`src/hw/rtl/lru_cache_with_byte_budget_top_defines.svh`:
```
// Assertion macros for the LRU cache block
`ifndef LRU_CACHE_WITH_BYTE_BUDGET_TOP_DEFINES_SVH
`define LRU_CACHE_WITH_BYTE_BUDGET_TOP_DEFINES_SVH
// Assert that a condition implies a consequence in the same cycle
`define LCB_ASSERT_IMPL(label, clk, rst_n, cond, cons, msg) \
    label: assert property (@(posedge clk) disable iff (!rst_n) (cond) |-> (cons)) \
        else $error(msg);
// Assert that a condition implies a consequence in the next cycle
`define LCB_ASSERT_NEXT(label, clk, rst_n, cond, cons, msg) \
    label: assert property (@(posedge clk) disable iff (!rst_n) (cond) |=> (cons)) \
        else $error(msg);
`endif

```
`src/hw/rtl/lcb_pkg.sv`:
```
// ----------------------------------------------------------------------------
// lcb_pkg
// Shared types, constants and result codes of the LRU cache block.
// ----------------------------------------------------------------------------
package lcb_pkg;
    localparam int unsigned LCB_ENTRIES  = 16;
    localparam int unsigned LCB_KEY_BITS = 64;

    localparam logic [2:0] KIND_HIT     = 3'd0;
    localparam logic [2:0] KIND_MISS    = 3'd1;
    localparam logic [2:0] KIND_INSERT  = 3'd2;
    localparam logic [2:0] KIND_UPDATE  = 3'd3;
    localparam logic [2:0] KIND_REJECT  = 3'd4;
    localparam logic [2:0] KIND_EVICT   = 3'd5;

    localparam logic ACT_GET = 1'b0;
    localparam logic ACT_PUT = 1'b1;

    localparam logic [31:0] RST_MAX_BYTES   = 32'd16777216;
    localparam logic [4:0]  RST_ENTRY_LIMIT = 5'd16;

    // controller -> datapath
    typedef struct packed {
        logic load;    // capture input item
        logic touch;   // make matched entry most recent
        logic update;  // overwrite matched entry
        logic evict;   // drop LRU entry
        logic insert;  // insert into free slot
    } t_cmd;

    // datapath -> controller
    typedef struct packed {
        logic is_put;
        logic hit;
        logic need_evict;
        logic too_large;
        logic no_free;
    } t_sts;
endpackage

```
`src/hw/rtl/lru_cache_with_byte_budget_top.sv`:
```
// ----------------------------------------------------------------------------
// lru_cache_with_byte_budget_top
// Fully associative LRU table with entry limit and byte budget.
// ----------------------------------------------------------------------------
// Usage:
//   Slave stream carries requests (get or put); each beat yields one or more
//   result beats on the master stream, the final one marked by tlast.
//   A get or a put to a present key passes through capture, one compare/update
//   step and one settle state before the next accept. A put to a new key
//   repeats the compare step once per evicted entry; the eviction loop over
//   the shared LRU search runs before the insert, and a new request is only
//   taken once the sequencer is back in idle. The compare step registers a result.
//   APB port sets the byte budget (0x0) and the entry limit (0x4); write only
//   when idle.
//   Reset empties the table, zeroes the byte total and restores defaults.
//   A stalled master side holds the result register and the sequencer waits
//   for it; no result is lost or repeated.
// ----------------------------------------------------------------------------
`include "lru_cache_with_byte_budget_top_defines.svh"
module lru_cache_with_byte_budget_top import lcb_pkg::*; #(
    parameter int unsigned ENTRIES  = LCB_ENTRIES,
    parameter int unsigned KEY_BITS = LCB_KEY_BITS
) (
    input  logic         i_clk,
    input  logic         i_rst_n,
    input  logic         s_axis_tvalid,
    output logic         s_axis_tready,
    input  logic [127:0] s_axis_tdata,  // key[63:0], handle[95:64], item_size[127:96]
    input  logic         s_axis_tuser,  // action
    output logic         m_axis_tvalid,
    input  logic         m_axis_tready,
    output logic [63:0]  m_axis_tdata,  // out_handle[31:0], result size[63:32]
    output logic [2:0]   m_axis_tuser,  // kind[2:0]
    output logic         m_axis_tlast,
    input  logic         psel,
    input  logic         penable,
    input  logic         pwrite,
    input  logic [2:0]   paddr,
    input  logic [31:0]  pwdata,
    output logic [31:0]  prdata,
    output logic         pready
);
    localparam logic [2:0] ADDR_MAX_BYTES   = 3'h0;
    localparam logic [2:0] ADDR_ENTRY_LIMIT = 3'h4;

    logic [31:0] r_max_bytes;
    logic [4:0]  r_entry_limit;
    t_cmd        cmd;
    t_sts        sts;
    logic [31:0] hit_h, hit_s, lru_h, lru_s;
    logic [2:0]  kind;
    logic [31:0] oh, os;

    // configuration registers
    assign pready = 1'b1;
    always_ff @(posedge i_clk) begin
        if (!i_rst_n) begin
            r_max_bytes <= RST_MAX_BYTES; r_entry_limit <= RST_ENTRY_LIMIT;
        end else if (psel && penable && pwrite) begin
            case (paddr)
                ADDR_MAX_BYTES:   r_max_bytes <= pwdata;
                ADDR_ENTRY_LIMIT: r_entry_limit <= pwdata[4:0];
                default: ;
            endcase
        end
    end
    always_comb begin
        case (paddr)
            ADDR_MAX_BYTES:   prdata = r_max_bytes;
            ADDR_ENTRY_LIMIT: prdata = {27'd0, r_entry_limit};
            default:          prdata = '0;
        endcase
    end

    lcb_ctrl u_ctrl (
        .i_clk, .i_rst_n,
        .i_in_valid(s_axis_tvalid), .o_in_ready(s_axis_tready),
        .o_out_valid(m_axis_tvalid), .i_out_ready(m_axis_tready),
        .o_kind(kind), .o_handle(oh), .o_size(os), .o_last(m_axis_tlast),
        .o_cmd(cmd), .i_sts(sts),
        .i_hit_handle(hit_h), .i_hit_size(hit_s),
        .i_lru_handle(lru_h), .i_lru_size(lru_s)
    );

    lcb_datapath #(.ENTRIES(ENTRIES), .KEY_BITS(KEY_BITS)) u_dp (
        .i_clk, .i_rst_n, .i_cmd(cmd), .o_sts(sts),
        .i_action(s_axis_tuser), .i_key(s_axis_tdata[63:0]),
        .i_handle(s_axis_tdata[95:64]), .i_size(s_axis_tdata[127:96]),
        .i_max_bytes(r_max_bytes), .i_entry_limit(r_entry_limit),
        .o_hit_handle(hit_h), .o_hit_size(hit_s),
        .o_lru_handle(lru_h), .o_lru_size(lru_s)
    );

    assign m_axis_tdata = {os, oh};
    assign m_axis_tuser = kind;

    // at most one table command per cycle
    `LCB_ASSERT_IMPL(a_one_cmd, i_clk, i_rst_n, 1'b1, $onehot0(cmd), "multiple table commands")
    // an accepted request is never taken while a table command runs
    `LCB_ASSERT_IMPL(a_load_idle, i_clk, i_rst_n, cmd.load,
        !(cmd.evict || cmd.insert || cmd.update || cmd.touch), "load during command")
    // eviction result is never the final beat
    `LCB_ASSERT_NEXT(a_evict_notlast, i_clk, i_rst_n, cmd.evict,
        m_axis_tvalid && !m_axis_tlast, "evict beat marked last")
endmodule

```
`src/hw/rtl/lcb_datapath.sv`:
```
// ----------------------------------------------------------------------------
// lcb_datapath
// Entry table, recency ranks, byte total and lookup/eviction logic.
// ----------------------------------------------------------------------------
module lcb_datapath import lcb_pkg::*; #(
    parameter int unsigned ENTRIES  = LCB_ENTRIES,
    parameter int unsigned KEY_BITS = LCB_KEY_BITS
) (
    input  logic        i_clk,
    input  logic        i_rst_n,
    input  t_cmd        i_cmd,
    output t_sts        o_sts,
    input  logic        i_action,
    input  logic [63:0] i_key,
    input  logic [31:0] i_handle,
    input  logic [31:0] i_size,
    input  logic [31:0] i_max_bytes,
    input  logic [4:0]  i_entry_limit,
    output logic [31:0] o_hit_handle,
    output logic [31:0] o_hit_size,
    output logic [31:0] o_lru_handle,
    output logic [31:0] o_lru_size
);
    localparam int unsigned IW = $clog2(ENTRIES);
    localparam int unsigned CW = $clog2(ENTRIES + 1);

    logic [KEY_BITS-1:0] r_key_tab [ENTRIES];
    logic [31:0]         r_hdl_tab [ENTRIES];
    logic [31:0]         r_sz_tab  [ENTRIES];
    logic [IW-1:0]       r_rank    [ENTRIES];
    logic [ENTRIES-1:0]  r_valid;
    logic [35:0]         r_total;
    logic [CW-1:0]       r_count;

    logic                r_act;
    logic [KEY_BITS-1:0] r_key;
    logic [31:0]         r_hdl;
    logic [31:0]         r_sz;

    logic [ENTRIES-1:0] match;
    logic [IW-1:0]      hit_idx, lru_idx, free_idx;
    logic               hit, has_free;
    logic [5:0]         limit;

    // associative match and slot searches
    always_comb begin
        hit = 1'b0; hit_idx = '0; has_free = 1'b0; free_idx = '0; lru_idx = '0;
        for (int i = 0; i < ENTRIES; i++) begin
            match[i] = r_valid[i] && (r_key_tab[i] == r_key);
            if (match[i] && !hit) begin
                hit = 1'b1; hit_idx = IW'(i);
            end
            if (!r_valid[i] && !has_free) begin
                has_free = 1'b1; free_idx = IW'(i);
            end
            if (r_valid[i] && r_rank[i] == IW'(r_count - CW'(1))) lru_idx = IW'(i);
        end
    end

    always_comb begin
        limit = (6'(i_entry_limit) > 6'(ENTRIES)) ? 6'(ENTRIES) : 6'(i_entry_limit);
        o_sts.is_put     = r_act;
        o_sts.hit        = hit;
        o_sts.need_evict = (r_count != '0) &&
            ((6'(r_count) >= limit) || (r_total + 36'(r_sz) > 36'(i_max_bytes)));
        o_sts.too_large  = r_sz > i_max_bytes;
        o_sts.no_free    = !has_free;
    end

    assign o_hit_handle = r_hdl_tab[hit_idx];
    assign o_hit_size   = r_sz_tab[hit_idx];
    assign o_lru_handle = r_hdl_tab[lru_idx];
    assign o_lru_size   = r_sz_tab[lru_idx];

    // capture item
    always_ff @(posedge i_clk) begin
        if (i_cmd.load) begin
            r_act <= i_action;
            r_key <= i_key[KEY_BITS-1:0];
            r_hdl <= i_handle;
            r_sz  <= i_size;
        end
    end

    // table payload and ranks
    always_ff @(posedge i_clk) begin
        for (int i = 0; i < ENTRIES; i++) begin
            if ((i_cmd.touch || i_cmd.update) && r_valid[i] && IW'(i) != hit_idx
                && r_rank[i] < r_rank[hit_idx])
                r_rank[i] <= r_rank[i] + IW'(1);
            if (i_cmd.insert && r_valid[i]) r_rank[i] <= r_rank[i] + IW'(1);
        end
        if (i_cmd.touch || i_cmd.update) r_rank[hit_idx] <= '0;
        if (i_cmd.update) begin
            r_hdl_tab[hit_idx] <= r_hdl;
            r_sz_tab[hit_idx]  <= r_sz;
        end
        if (i_cmd.insert) begin
            r_key_tab[free_idx] <= r_key;
            r_hdl_tab[free_idx] <= r_hdl;
            r_sz_tab[free_idx]  <= r_sz;
            r_rank[free_idx]    <= '0;
        end
    end

    // valid bits, byte total, count
    always_ff @(posedge i_clk) begin
        if (!i_rst_n) begin
            r_valid <= '0; r_total <= '0; r_count <= '0;
        end else begin
            if (i_cmd.update)
                r_total <= r_total - 36'(r_sz_tab[hit_idx]) + 36'(r_sz);
            if (i_cmd.evict) begin
                r_valid[lru_idx] <= 1'b0;
                r_total <= r_total - 36'(r_sz_tab[lru_idx]);
                r_count <= r_count - CW'(1);
            end
            if (i_cmd.insert) begin
                r_valid[free_idx] <= 1'b1;
                r_total <= r_total + 36'(r_sz);
                r_count <= r_count + CW'(1);
            end
        end
    end
endmodule

```
`src/hw/rtl/lcb_ctrl.sv`:
```
// ----------------------------------------------------------------------------
// lcb_ctrl
// Sequencer for lookup, update, eviction loop and insertion; owns output reg.
// ----------------------------------------------------------------------------
module lcb_ctrl import lcb_pkg::*; (
    input  logic        i_clk,
    input  logic        i_rst_n,
    input  logic        i_in_valid,
    output logic        o_in_ready,
    output logic        o_out_valid,
    input  logic        i_out_ready,
    output logic [2:0]  o_kind,
    output logic [31:0] o_handle,
    output logic [31:0] o_size,
    output logic        o_last,
    output t_cmd        o_cmd,
    input  t_sts        i_sts,
    input  logic [31:0] i_hit_handle,
    input  logic [31:0] i_hit_size,
    input  logic [31:0] i_lru_handle,
    input  logic [31:0] i_lru_size
);
    localparam logic [1:0] ST_IDLE = 2'd0;
    localparam logic [1:0] ST_EXEC = 2'd1;
    localparam logic [1:0] ST_WAIT = 2'd2;

    logic [1:0]  r_state, n_state;
    logic        r_ov;
    logic [2:0]  r_kind;
    logic [31:0] r_hdl, r_sz;
    logic        r_last;
    logic        emit;
    logic [2:0]  e_kind;
    logic [31:0] e_hdl, e_sz;
    logic        e_last;

    wire out_free = !r_ov || i_out_ready;
    assign o_in_ready = (r_state == ST_IDLE);

    // decide the next step of the item
    always_comb begin
        o_cmd = '0; n_state = r_state; emit = 1'b0;
        e_kind = KIND_MISS; e_hdl = '0; e_sz = '0; e_last = 1'b1;
        case (r_state)
            ST_IDLE: begin
                o_cmd.load = i_in_valid;
                if (i_in_valid) n_state = ST_EXEC;
            end
            ST_EXEC: begin
                if (out_free) begin
                    emit = 1'b1;
                    if (!i_sts.is_put) begin
                        n_state = ST_WAIT;
                        if (i_sts.hit) begin
                            o_cmd.touch = 1'b1;
                            e_kind = KIND_HIT; e_hdl = i_hit_handle; e_sz = i_hit_size;
                        end
                    end else if (i_sts.hit) begin
                        n_state = ST_WAIT; o_cmd.update = 1'b1;
                        e_kind = KIND_UPDATE; e_hdl = i_hit_handle;
                    end else if (i_sts.need_evict) begin
                        o_cmd.evict = 1'b1; e_last = 1'b0;
                        e_kind = KIND_EVICT; e_hdl = i_lru_handle; e_sz = i_lru_size;
                    end else if (i_sts.too_large || i_sts.no_free) begin
                        n_state = ST_WAIT; e_kind = KIND_REJECT;
                    end else begin
                        n_state = ST_WAIT; o_cmd.insert = 1'b1; e_kind = KIND_INSERT;
                    end
                end
            end
            ST_WAIT: n_state = ST_IDLE;
            default: n_state = ST_IDLE;
        endcase
    end

    // state and output register
    always_ff @(posedge i_clk) begin
        if (!i_rst_n) begin
            r_state <= ST_IDLE; r_ov <= 1'b0;
        end else begin
            r_state <= n_state;
            if (emit) r_ov <= 1'b1;
            else if (i_out_ready) r_ov <= 1'b0;
        end
    end

    always_ff @(posedge i_clk) begin
        if (emit) begin
            r_kind <= e_kind; r_hdl <= e_hdl; r_sz <= e_sz; r_last <= e_last;
        end
    end

    assign o_out_valid = r_ov;
    assign o_kind = r_kind;
    assign o_handle = r_hdl;
    assign o_size = r_sz;
    assign o_last = r_last;
endmodule
```
`config.mk`:
```
export PLATFORM = sky130hd
export DESIGN_NAME = lru_cache_with_byte_budget_top
export DESIGN_NICKNAME = d
export VERILOG_FILES = /design/src/hw/rtl/lcb_pkg.sv /design/src/hw/rtl/lru_cache_with_byte_budget_top.sv /design/src/hw/rtl/lcb_datapath.sv /design/src/hw/rtl/lcb_ctrl.sv
export VERILOG_INCLUDE_DIRS = /design/src /design/src/hw/rtl
export SDC_FILE = /design/constraint.sdc
export NUM_CORES = 2
export LEC_CHECK = 0
export ABC_AREA = 1
export BUFFER_PORTS_ARGS = -buffer_cell sky130_fd_sc_hd__clkbuf_2
export CORE_AREA = 2 2 530 532
export CTS_CLUSTER_DIAMETER = 80
export DETAILED_ROUTE_END_ITERATION = 10
export DIE_AREA = 0 0 532 534
export PLACE_DENSITY = 0.59
export SETUP_SLACK_MARGIN = 0.4
export SLEW_MARGIN = 20
export SYNTH_ARGS = -nofsm -noshare
export SYNTH_HDL_FRONTEND = slang
export SYNTH_SLANG_ARGS = --single-unit
```
`constraint.sdc`:
```
create_clock -name i_clk -period 29.5 [get_ports i_clk]
set_clock_uncertainty 0.1 [all_clocks]
set_input_delay 5.9 -clock i_clk [delete_from_list [all_inputs] [get_ports i_clk]]
set_output_delay 5.9 -clock i_clk [all_outputs]
set_load 0.01 [all_outputs]
```
== After elaboration in Yosys (flattened, before gate mapping) ==
Memory sizes are Yosys's and may differ from the RTL's.
Index checks and enable logic that the tools add are counted.
Cells by class
  magnitude comparators: 24
  add/subtract/negate cells: 22
  equal/unequal tests: 51
  reductions and logical operators: 195
  multiplexer cells: 220
  bitwise logic cells: 22
Operators by type and width (number)
  equality test 64 bit: 16
  two-way mux 32 bit: 10
  two-way mux 4 bit: 46
  logical AND 1 bit: 130
  two-way mux 1 bit: 122
  two-way mux 36 bit: 3
  adder 36 x 32 -> 36 bit: 2
  subtractor 36 x 32 -> 36 bit: 2
  adder 4 x 1 -> 4 bit (second input constant): 16
  < comparator 4 bit: 16
  case mux 32 bit (2 select lines): 1
  OR reduction 32 bit: 2
  equality test 4 bit: 15
  two-way mux 3 bit: 17
  two-way mux 16 bit: 3
  logical NOT 1 bit: 46
  greater-than comparator 36 x 32 -> 1 bit: 1
  greater-than comparator 32 bit: 1
  inequality test 4 bit (first input constant): 8
  two-way mux 2 bit: 12
  bitwise AND 16 bit: 1
  inequality test 3 x 4 -> 1 bit (first input constant): 4
  inverter 16 bit: 1
  bitwise OR 1 bit: 16
  other kinds (28): 43
Word-level totals
  register bits after elaboration: 294
  RAM bits: 2112
  memories: 4
Memories
  u_dp.r_key_tab: words 16, width 64, read ports 16, clocked after Yosys merged registers in 0, write ports 1, RTL line lcb_datapath.sv:27  | logic [KEY_BITS-1:0] r_key_tab [ENTRIES];
  u_dp.r_hdl_tab: words 16, width 32, read ports 2, clocked after Yosys merged registers in 0, write ports 1, RTL line lcb_datapath.sv:28  | logic [31:0] r_hdl_tab [ENTRIES];
  u_dp.r_sz_tab: words 16, width 32, read ports 2, clocked after Yosys merged registers in 0, write ports 1, RTL line lcb_datapath.sv:29  | logic [31:0] r_sz_tab [ENTRIES];
  u_dp.r_rank: words 16, width 4, read ports 17, clocked after Yosys merged registers in 0, write ports 17, RTL line lcb_datapath.sv:30  | logic [IW-1:0] r_rank [ENTRIES];

== Longest topological paths before layout ==
  word-level depth: 60
  mapped depth: 58
  gate-level depth less buffers: 55

== Modules after synthesis ==
From an unflattened synthesis, not the netlist that was laid out.
Second synthesis, totals
  cells, all modules: 11841
  area total of the unflattened synthesis: 120474.3 µm²
Modules (own cells, without submodules)
  lcb_datapath: seq. area each 67795.0 µm², cells an instance 11193, instances 1, area an instance 115095.4 µm²
  lcb_ctrl: seq. area each 2102.0 µm², cells an instance 334, instances 1, area an instance 3444.6 µm²
  lru_cache_with_byte_budget_top: seq. area each 740.7 µm², cells an instance 314, instances 1, area an instance 1934.4 µm²

== Worst setup path after synthesis ==
OpenSTA, ideal clock, no wires.
  kind: input to register
  from: input m_axis_tready
  to: memory u_dp.r_hdl_tab[8][0], enable pin
  arrival: 13133 ps
  setup slack: 15623 ps
  data required time: 28756 ps
  buffers on the path: 1
  stages on the path: 12
  cell sequence: nor2_1 -> inv_1 -> nand2_1 -> clkinv_1 -> nand2_1 -> inv_2 -> nand2_2 -> inv_2 -> buf_6 -> nand2_2 -> nand2_1 -> nor4_1
Between the ends
  word-level cells in the longest chain between the ends: 7
  elaborated cells on any way between the ends: 10
  those cells by class: mux (8); reduce/logical (2)
RTL lines
  start, declared: RTL line lru_cache_with_byte_budget_top.sv:31  | input logic m_axis_tready,
  logical OR 1 bit (*): RTL line lcb_ctrl.sv:37  | wire out_free = !r_ov || i_out_ready;
  two-way mux 4 bit (*): RTL line lcb_ctrl.sv:50  | if (out_free) begin
  two-way mux 4 bit (*): RTL line lcb_ctrl.sv:44  | case (r_state)
  two-way mux 1 bit: RTL line lcb_datapath.sv:98  | if (i_cmd.insert) begin
  two-way mux 1 bit (implied by the code): RTL line lcb_datapath.sv:100  | r_hdl_tab[free_idx] <= r_hdl;
  OR reduction 32 bit (no source line)
  two-way mux 4 bit (no source line) / two-way mux 1 bit (equally long branches)
  end, declared: RTL line lcb_datapath.sv:28
Mark *: on every way between the ends. The rest lies on a longest branch, timed or not.

== Worst setup path after layout ==
  from: input paddr[1]
  to: output prdata[4]
Between the ends
  word-level cells in the longest chain between the ends: 2
  elaborated cells on any way between the ends: 3
  those cells by class: eq/ne (1); mux (1); reduce/logical (1)
RTL lines
  start, declared: RTL line lru_cache_with_byte_budget_top.sv:38  | input logic [2:0] paddr,
  equality test 3 bit / logical NOT 3 bit (equally long branches): RTL line lru_cache_with_byte_budget_top.sv:68  | case (paddr)
  case mux 32 bit (2 select lines) (*): RTL line lru_cache_with_byte_budget_top.sv:68
  end, declared: RTL line lru_cache_with_byte_budget_top.sv:40  | output logic [31:0] prdata,
Marks and branches as above.

==> out/results.ini <==
[floorplan]
io_pins = 274
rows = 194
die_area_mm2 = 0.284
die_y_um = 534
start_util_pct = 39.9
die_w_um = 532
core_area_mm2 = 0.278

[logic_synthesis]
synthCells = 9622
yosysSeqAreaShare_pct = 63.6
ys_dominant_reg_cell = edfxtp_1
synth_top_family_by_area = compound AO/OA/AOI/OAI gates
ys_ff_latch = 2406
synthAdderAreaFrac_pct = 3.31
postSynthAreaPerCell_um2 = 11.5
synth_compound_area_share_pct = 15.4
yosys.area_share.simple_pct = 9.97
synth.area.top_cells = edfxtp_1 61%, o22ai_1 6.8%, nand2_1 4.5%
synth_edf_count = 2245
synth_area_mm2 = 0.111
synthXorXnorAreaFrac_pct = 3.36
yosys.area.top_type = edfxtp_1
synth.most_common_cell = edfxtp_1
postSynthNetCount = 10100
synthMuxAreaShare_pct = 0.00902
async_flop_share_pct = 0
yosysWarnings = 0
ys_types = 75
synth_common_cells = 2245 x edfxtp_1, 1324 x nand2_1, 1209 x o22ai_1, 914 x o21ai_0, 626 x nor2_1
netlist.area_leader.share_pct = 60.7

[layout]
utilization_pct = 44.9
nets = 10300
final_layout_size_suffix_gt1_share_pct = 11.1
fin_cells = 13800
area_growth_pct = 12.6
finish.instance_area_mm2 = 0.125

[placement]
post_dp_cell_area_mm2 = 0.116
dp_hpwl_mm = 245
place.gp.congestion = 0.931
place_inst = 13300
port_buffers = 272

[worst_setup_path]
worstPathArrival_ns = 8.15
crit_fanout = 30
critPathKind = input pin to primary output
crit_start = paddr[1]
worst_ep_required_time_ns = 23.50
r2r-start = u_dp.r_key[37]$_DFFE_PP_
setup.reg_to_reg.worst_slack_ns = 18.00
endpoint_kind = primary output
start_kind = input pin

[global_routing]
antenna_found_initial = 37
grt_pass1_wl_mm = 580
grt_usage_pct = 28.0
grt_max_degree = 169
grt-ovfl-total = 0
first_global_vias = 81200

[sta]
relSlewSlack_pct = 18.8
final-hold-violation-count = 0
tightest_slew_ns = 1.22
period_minus_slack_ns = 14.15
grt_setup_unrepaired = no
slew_violations = 0
max_freq_mhz = 70.7
setup_viol = 0
setup_tns_ns = 0
period_share_pct = 48.0

[job]
maxCapViolCount = 0

[power]
p_leak_nw = 43.1
power_density_mw_per_mm2 = 62.2
irDropWorstVdd_v = 0.0000608
p_total_w = 0.00777

[drt]
wl_per_cell_um = 29.9
drcViolationCount = 0
vias_per_cell = 6.23
first_pass_iters = 8
first_iter_violations = 14600
vias = 86200
ant_nets = 0
wirelength_mm = 414

[clocking]
post_cts_resized = 0
hold_buffers = 0
numCtsBuffers = 275
cts_tree = done
ctsRootBufferMaster = clkbuf_16
cts.sinks = 2406
post_cts_buffers = 0
htreeDepth = 5
path_clk_slew_ns = 0.06
clockBufferDepth = 4
clock_latency_ns = 0.93

[worst_hold_path]
hp-class = register to register
hold_start = u_dp.r_rank[13][3]$_SDFFE_PP0P_

[outcome]
status = finished, final reports clean

## metrics by stage
| stage | setup slack, ns | hold slack, ns |
|---|---|---|
| after floorplan | 15.62 | 0.345 |
| after global placement | 15.25 | 0.380 |
| after detailed placement | 15.28 | 0.389 |
| after CTS | 15.28 | 0.399 |
| after global routing | 15.20 | 0.424 |
| final | 15.35 | 0.401 |
## layout make-up
cell class	count	area, µm²
Multi-Input combinational cell	6168	35900
Antenna cell	18	45.0
Inverter	539	2070
Sequential cell	2406	70600
Clock inverter	149	1300
Fill cell	25300	153000
Tap cell	3724	4660
Timing Repair Buffer	500	3130
Clock buffer	331	7250
## cells in the final DEF, fill, tap and decap left out, drive strengths merged, types with 19 or more instances in the layout
cell,Yosys,layout
a22o,49,49
edfxtp,2245,2245
nor4,69,69
o32ai,31,31
xor2,184,184
nor2,650,650
a211oi,32,32
fa,34,34
dfxtp,161,161
ha,239,239
o22ai,1209,1209
o21ai,1015,1015
inv,533,551
a21oi,362,362
nand3,260,260
o21a,19,19
clkbuf,211,602
a221oi,63,63
buf,298,229
xnor2,242,242
or2,46,46
clkinv,6,114
nor3,50,50
nand4,132,132
o2111ai,21,21
nand2,1351,1351
## cells by family (layout without fill, tap and decap cells)
logic type                 Yosys count  in the layout
AOI/OAI and AO/OA                 2893           2893
and+or+nand+nor                   2574           2574
DFF                               2406           2406
buffers and inverters             1048           1519
xor gates and xnor gates           426            426
adders and majority gates          273            273
other                                1             19
muxes                                1              1
## routing by layer
metal / part of all wire (%) / up-vias / track usage (%)
li1: - / 36700 / -
met1: 38 / 42300 / 37.9
met2: 44 / 6209 / 43.1
met3: 11 / 1111 / 4.66
met4: 5.7 / 4 / 14.8
met5: 0.0065 / - / 0
## worst paths after layout
path / end / cells past startpoint
worst min register to register: u_dp.r_rank[13][3]$_SDFFE_PP0P_ / 2
worst max-delay path: prdata[4] / 6
worst max register to register: u_dp.r_total[32]$_SDFFE_PN0P_ / 42
worst min-delay path: u_dp.r_rank[13][3]$_SDFFE_PP0P_ / 2
## sequential cells by signal (all words and copies together), names as in the netlist
| name | flops |
|---|---|
| u_ctrl.o_last | 1 |
| u_dp.r_total | 36 |
| u_ctrl.o_kind | 3 |
| r_max_bytes | 32 |
| u_dp.r_key | 64 |
| u_ctrl.o_handle | 32 |
| u_dp.r_act | 1 |
| u_ctrl.o_out_valid | 1 |
| u_dp.r_rank | 64 |
| u_dp.r_sz | 32 |
| u_dp.r_sz_tab | 512 |
| u_dp.r_hdl_tab | 512 |
| u_dp.r_count | 5 |
| u_dp.r_valid | 16 |
| r_entry_limit | 5 |
| u_ctrl.o_size | 32 |
| u_dp.r_hdl | 32 |
| u_dp.r_key_tab | 1024 |
| u_ctrl.r_state | 2 |
## worst max-delay path: stages
cell and delay (ns):
clkbuf_2 0.10, nor2_1 0.61, nand2_1 0.35, buf_4 0.35, o22ai_1 0.57, clkbuf_2 0.26
## power by group
| group | switching (W) | internal (W) |
|---|---|---|
| Sequential | 0.0000445 | 0.00378 |
| Clock | 0.00142 | 0.00189 |
| Combinational | 0.000461 | 0.000176 |
(Power assumes the default switching activity.)
